==> src/design/txabs_pkg.sv <==
// Shared types and constants for the transmit alternative buffer space model.
`default_nettype none

package txabs_pkg;

	localparam int CFG_IDX_W = 2;
	localparam int CFG_DATA_W = 16;
	localparam int TB_W = 16;
	localparam int WPB_W = 13;
	localparam int AQ_W = 5;
	localparam int QI_W = 4;
	localparam int BYTES_W = 16;
	localparam int FREE_W = 34;
	localparam int HB_W = 16;
	localparam int PW_W = 12;
	localparam int PROD_W = TB_W + WPB_W;
	localparam int WORDS_W = PROD_W + 1;
	localparam int DIV_BITS = 8;
	localparam int WORD_SHIFT = 5;
	localparam int WORD_BYTES = 32;
	localparam int EARLY_THR = 7;
	localparam int WPB_MIN = 8;

	localparam logic [TB_W-1:0] TB_RESET = 16'd0;
	localparam logic [WPB_W-1:0] WPB_RESET = 13'd64;
	localparam logic [AQ_W-1:0] AQ_RESET = 5'd1;

	localparam logic [CFG_IDX_W-1:0] CFG_TOTAL_BUFFERS = 2'd0;
	localparam logic [CFG_IDX_W-1:0] CFG_WORDS_PER_BUFFER = 2'd1;
	localparam logic [CFG_IDX_W-1:0] CFG_ACTIVE_QUEUES = 2'd2;

	typedef enum logic [1:0] {
		CMD_QUERY = 2'd0,
		CMD_SEND = 2'd1,
		CMD_UNSEND = 2'd2,
		CMD_RESET = 2'd3
	} cmd_t;

	typedef struct packed {
		logic busy;
		logic done;
		logic [HB_W-1:0] quot;
		logic [WPB_W-1:0] rem;
	} div_rsp_t;

endpackage

`default_nettype wire

==> src/design/txabs_div.sv <==
// Iterative divider of a word pointer by the buffer size, eight quotient bits per cycle.
`default_nettype none

module txabs_div #(
	parameter int W = 32
) (
	input logic clk,
	input logic arst_n,
	input logic start,
	input logic [W-1:0] dividend,
	input logic [txabs_pkg::WPB_W-1:0] divisor,
	output txabs_pkg::div_rsp_t rsp
);
	import txabs_pkg::*;

	localparam int STEPS = (W + DIV_BITS - 1) / DIV_BITS;
	localparam int PADW = STEPS * DIV_BITS;
	localparam int CW = (STEPS > 1) ? $clog2(STEPS) : 1;

	logic [PADW-1:0] dvd_q;
	logic [WPB_W-1:0] div_q;
	logic [WPB_W-1:0] rem_q;
	logic [HB_W-1:0] quot_q;
	logic [CW-1:0] cnt_q;
	logic busy_q;
	logic done_q;

	logic [WPB_W-1:0] rem_nxt;
	logic [DIV_BITS-1:0] qbits;

	always_comb begin
		logic [WPB_W:0] trial;
		rem_nxt = rem_q;
		qbits = '0;
		for (int k = 0; k < DIV_BITS; k++) begin
			trial = {rem_nxt, dvd_q[PADW-1-k]};
			if (trial >= {1'b0, div_q}) begin
				trial = trial - {1'b0, div_q};
				qbits[DIV_BITS-1-k] = 1'b1;
			end
			rem_nxt = trial[WPB_W-1:0];
		end
	end

	always_ff @(posedge clk or negedge arst_n) begin
		if (!arst_n) begin
			dvd_q <= '0;
			div_q <= '0;
			rem_q <= '0;
			quot_q <= '0;
			cnt_q <= '0;
			busy_q <= 1'b0;
			done_q <= 1'b0;
		end else begin
			done_q <= 1'b0;
			if (start) begin
				dvd_q <= PADW'(dividend);
				div_q <= divisor;
				rem_q <= '0;
				quot_q <= '0;
				cnt_q <= CW'(STEPS - 1);
				busy_q <= 1'b1;
			end else if (busy_q) begin
				dvd_q <= dvd_q << DIV_BITS;
				rem_q <= rem_nxt;
				quot_q <= {quot_q[HB_W-DIV_BITS-1:0], qbits};
				if (cnt_q == '0) begin
					busy_q <= 1'b0;
					done_q <= 1'b1;
				end else begin
					cnt_q <= cnt_q - CW'(1);
				end
			end
		end
	end

	assign rsp.busy = busy_q;
	assign rsp.done = done_q;
	assign rsp.quot = quot_q;
	assign rsp.rem = rem_q;

endmodule

`default_nettype wire

==> config.mk <==
export PLATFORM = sky130hd
export DESIGN_NAME = txabs_div
export DESIGN_NICKNAME = d
export VERILOG_FILES = /design/src/design/txabs_pkg.sv /design/src/design/txabs_div.sv
export SDC_FILE = /design/constraint.sdc
export NUM_CORES = 1
export LEC_CHECK = 0
export ABC_AREA = 1
export BUFFER_PORTS_ARGS = -buffer_cell sky130_fd_sc_hd__buf_4
export CORE_UTILIZATION = 30
export CTS_CLUSTER_SIZE = 20
export DETAILED_ROUTE_END_ITERATION = 16
export SLEW_MARGIN = 20
export SYNTH_ARGS = -nofsm -noshare
export SYNTH_HDL_FRONTEND = slang
export SYNTH_SLANG_ARGS = --single-unit
==> constraint.sdc <==
create_clock -name clk -period 18.1 [get_ports clk]
set_clock_uncertainty 0.05 [all_clocks]
set_input_delay 0.905 -clock clk [delete_from_list [all_inputs] [get_ports clk]]
set_output_delay 0.905 -clock clk [all_outputs]
set_load 0.03 [all_outputs]
==> impl_metrics.env <==
export IMPL_antenna_cells=0
export IMPL_ys_seq_elements=78
export IMPL_crit_path_end="rem_q[4]"
export IMPL_path_clk_slew_ns=0.06
export IMPL_numCtsBuffers=9
export IMPL_hpwlAfterDp_um=24050
export IMPL_async_flop_share_pct=100.0
export IMPL_cpMostUsedCell="nand2_1"
export IMPL_clk_latency_ns=0.35
export IMPL_via_per_inst=4.907
export IMPL_drc=0
export IMPL_worst_pin_slew_ns=0.7426
export IMPL_setup_viol=0
export IMPL_required_ns=18.28
export IMPL_r2r_start="dvd_q[31]"
export IMPL_synth_area_um2=9565
export IMPL_syn_to_final_growth_pct=15.63
export IMPL_die_height_um=180.6
export IMPL_grt_ovfl_total=0
export IMPL_grt_pass1_vias=8936
export IMPL_tns_ns=0
export IMPL_syn_avg_cell_area_um2=6.583
export IMPL_htree_levels=3
export IMPL_ys_flop_type="dfrtp_1"
export IMPL_min_period_ns=16.65
export IMPL_multi_input_area_um2=6530
export IMPL_rows=65
export IMPL_hold_ws_ns=0.4345
export IMPL_maxSlewViolCount=0
export IMPL_coreArea_um2=31470
export IMPL_die_area_um2=32600
export IMPL_yosysSeqAreaShare_pct=20.41
export IMPL_fp_dieW_um=180.6
export IMPL_cts_buffer_depth=2
export IMPL_grt_max_degree=79
export IMPL_synth_area_leaders="dfrtp_1, nand2_1, ha_1"
export IMPL_syn_inst=1453
export IMPL_start_util_pct=30.39
export IMPL_holdBufCountCts=0
export IMPL_cpPeakStageDelay_ns=0.50
export IMPL_r2r_end="rem_q[4]"
export IMPL_grt_first_pass_wirelength_um=48420
export IMPL_maxCapViolCount=0
export IMPL_gp_congestion=0.9550
export IMPL_cts_tree="yes"
export IMPL_period_share_pct=92.01
export IMPL_synth_cell_type_count=41
export IMPL_wirelength_um=30690
export IMPL_nFillCells=3355
export IMPL_hold_viol_final=0
export IMPL_arrival_ns=16.84
export IMPL_postRouteAntennaNets=0
export IMPL_synth_edf_count=0
export IMPL_critical_path_slowest_cell="o21ai_0"
export IMPL_numPortBuffers=78
export IMPL_drive_above_1_share_pct=12.48
export IMPL_antenna_found_initial=0
export IMPL_seqCellArea_um2=1952
export IMPL_synth_common_cells="nand2_1, inv_1, ha_1"
export IMPL_synth_top_area_share_pct=20.41
export IMPL_grtUsageTotal_pct=18.80
export IMPL_synth_most_common_cell="nand2_1"
export IMPL_io_pins=79
export IMPL_drt_pass1_iterations=7
export IMPL_status="finished, final reports clean"
export IMPL_reg2reg_slack_ns=1.45
export IMPL_drt_iter0_drc=795
export IMPL_yosysWarnings=0
export IMPL_rr_worst_depth=102
export IMPL_nNetsFinal=1695
export IMPL_ctsRootBufferMaster="clkbuf_16"
export IMPL_synth_area_leader_cell="dfrtp_1"
export IMPL_wl_per_cell_um=15.81
export IMPL_maxSlewHeadroom_pct=50.49
export IMPL_endpoint_kind="flip-flop"
export IMPL_cts_num_sinks=78
export IMPL_crit_type="reg -> reg"
export IMPL_vias=9525
export IMPL_hp_class="reg -> reg"
export IMPL_startpoint="dvd_q[31]"
export IMPL_crit_path_start_kind="flip-flop"
export IMPL_achievable_frequency_mhz=60.04
export IMPL_syn_nets=1614
export IMPL_crit_fanout=24
[cell families (layout without fill, tap and decap cells)]
kind of cell             after synthesis  after routing  share of synthesized area (%)
AND/OR/NAND/NOR                      661            662                          30.50
buffers and inverters                288            373                          11.76
AO/OA/AOI/OAI                        234            234                          14.69
adder cells (fa/ha/maj)              113            113                          15.41
XOR/XNOR                              79             79                          7.233
flip-flops                            78             78                          20.41
[how the worst min path moves through the flow]
| stage | start | end | slack, ns | cells past startpoint |
|---|---|---|---|---|
| floorplan | dvd_q[0] | dvd_q[0] | 0.45 | 2 |
| detailed placement | quot_q[15] | quot_q[15] | 0.42 | 2 |
| CTS | quot_q[15] | quot_q[15] | 0.44 | 2 |
| global route | quot_q[15] | quot_q[15] | 0.48 | 2 |
| finish | quot_q[15] | quot_q[15] | 0.43 | 2 |
| global placement | quot_q[14] | quot_q[14] | 0.42 | 2 |
[sequential cells by signal, summed over array words and instances, names as in the netlist]
| register | count |
|---|---|
| busy_q | 1 |
| cnt_q | 2 |
| div_q | 13 |
| done_q | 1 |
| dvd_q | 32 |
| quot_q | 16 |
| rem_q | 13 |
[cell usage in the layout, fill, tap and decap left out, drive strengths merged]
cell type | netlist | layout
o21ai | 73 | 73
nand2 | 453 | 453
a221o | 1 | 1
clkbuf | 21 | 10
nor2 | 75 | 76
nor3 | 4 | 4
dfrtp | 78 | 78
xnor2 | 29 | 29
a21boi | 3 | 3
a211oi | 4 | 4
a21oi | 84 | 84
o2111ai | 5 | 5
or2 | 9 | 9
nand4 | 16 | 16
nand3b | 1 | 1
nand3 | 100 | 100
bufinv | 0 | 2
fa | 8 | 8
o21a | 7 | 7
o22ai | 6 | 6
inv | 251 | 253
and2 | 3 | 3
o221ai | 29 | 29
a21o | 9 | 9
buf | 16 | 106
ha | 105 | 105
a31oi | 6 | 6
clkinvlp | 0 | 2
o21bai | 7 | 7
xor2 | 50 | 50
[through the flow]
step                      utilization (%)  setup slack, ns  cell area, µm²  instances
final                               35.14            1.445           11060       1941
after global placement              33.70           0.8669           10610       1914
after CTS                           34.75           0.5219           10940       1930
after global routing                35.14         -0.03178           11060       1941
after detailed placement            33.70           0.6040           10610       1914
after floorplan                         -            2.352            9565       1453
[critical path, delay by kind of cell (launching register included)]
kind / cells / cell delay, ns
compound gates: 27 / 5.47
simple gates: 47 / 5.42
fa+ha+maj: 9 / 3.35
buf+inv: 19 / 1.86
flops: 1 / 0.32
[area by class of cell]
class	instances	share of cell area, %
Tap cell	402	4.548
Multi-Input combinational cell	1088	59.04
Inverter	251	8.541
Clock buffer	10	2.161
Timing Repair Buffer	106	7.229
Clock inverter	6	0.8371
Sequential cell	78	17.65
[what timing repair did]
action,CTS,global route
endpoints found under the setup margin,0,14
gates resized for setup,0,13
setup buffers,0,10
[per-layer routing]
layer  vias to the layer above  part of all wire [%]  track usage, %
li1                       4836                     -               -
met1                      4362                    49           27.73
met2                       299                    42           28.11
met3                        28                   7.2           3.901
met4                         0                   1.2           3.282
met5                         -                     0               0
Power is left out: the tool's default activity adds up to more than one toggle a clock period on the data nets, which glitch-free logic cannot reach.
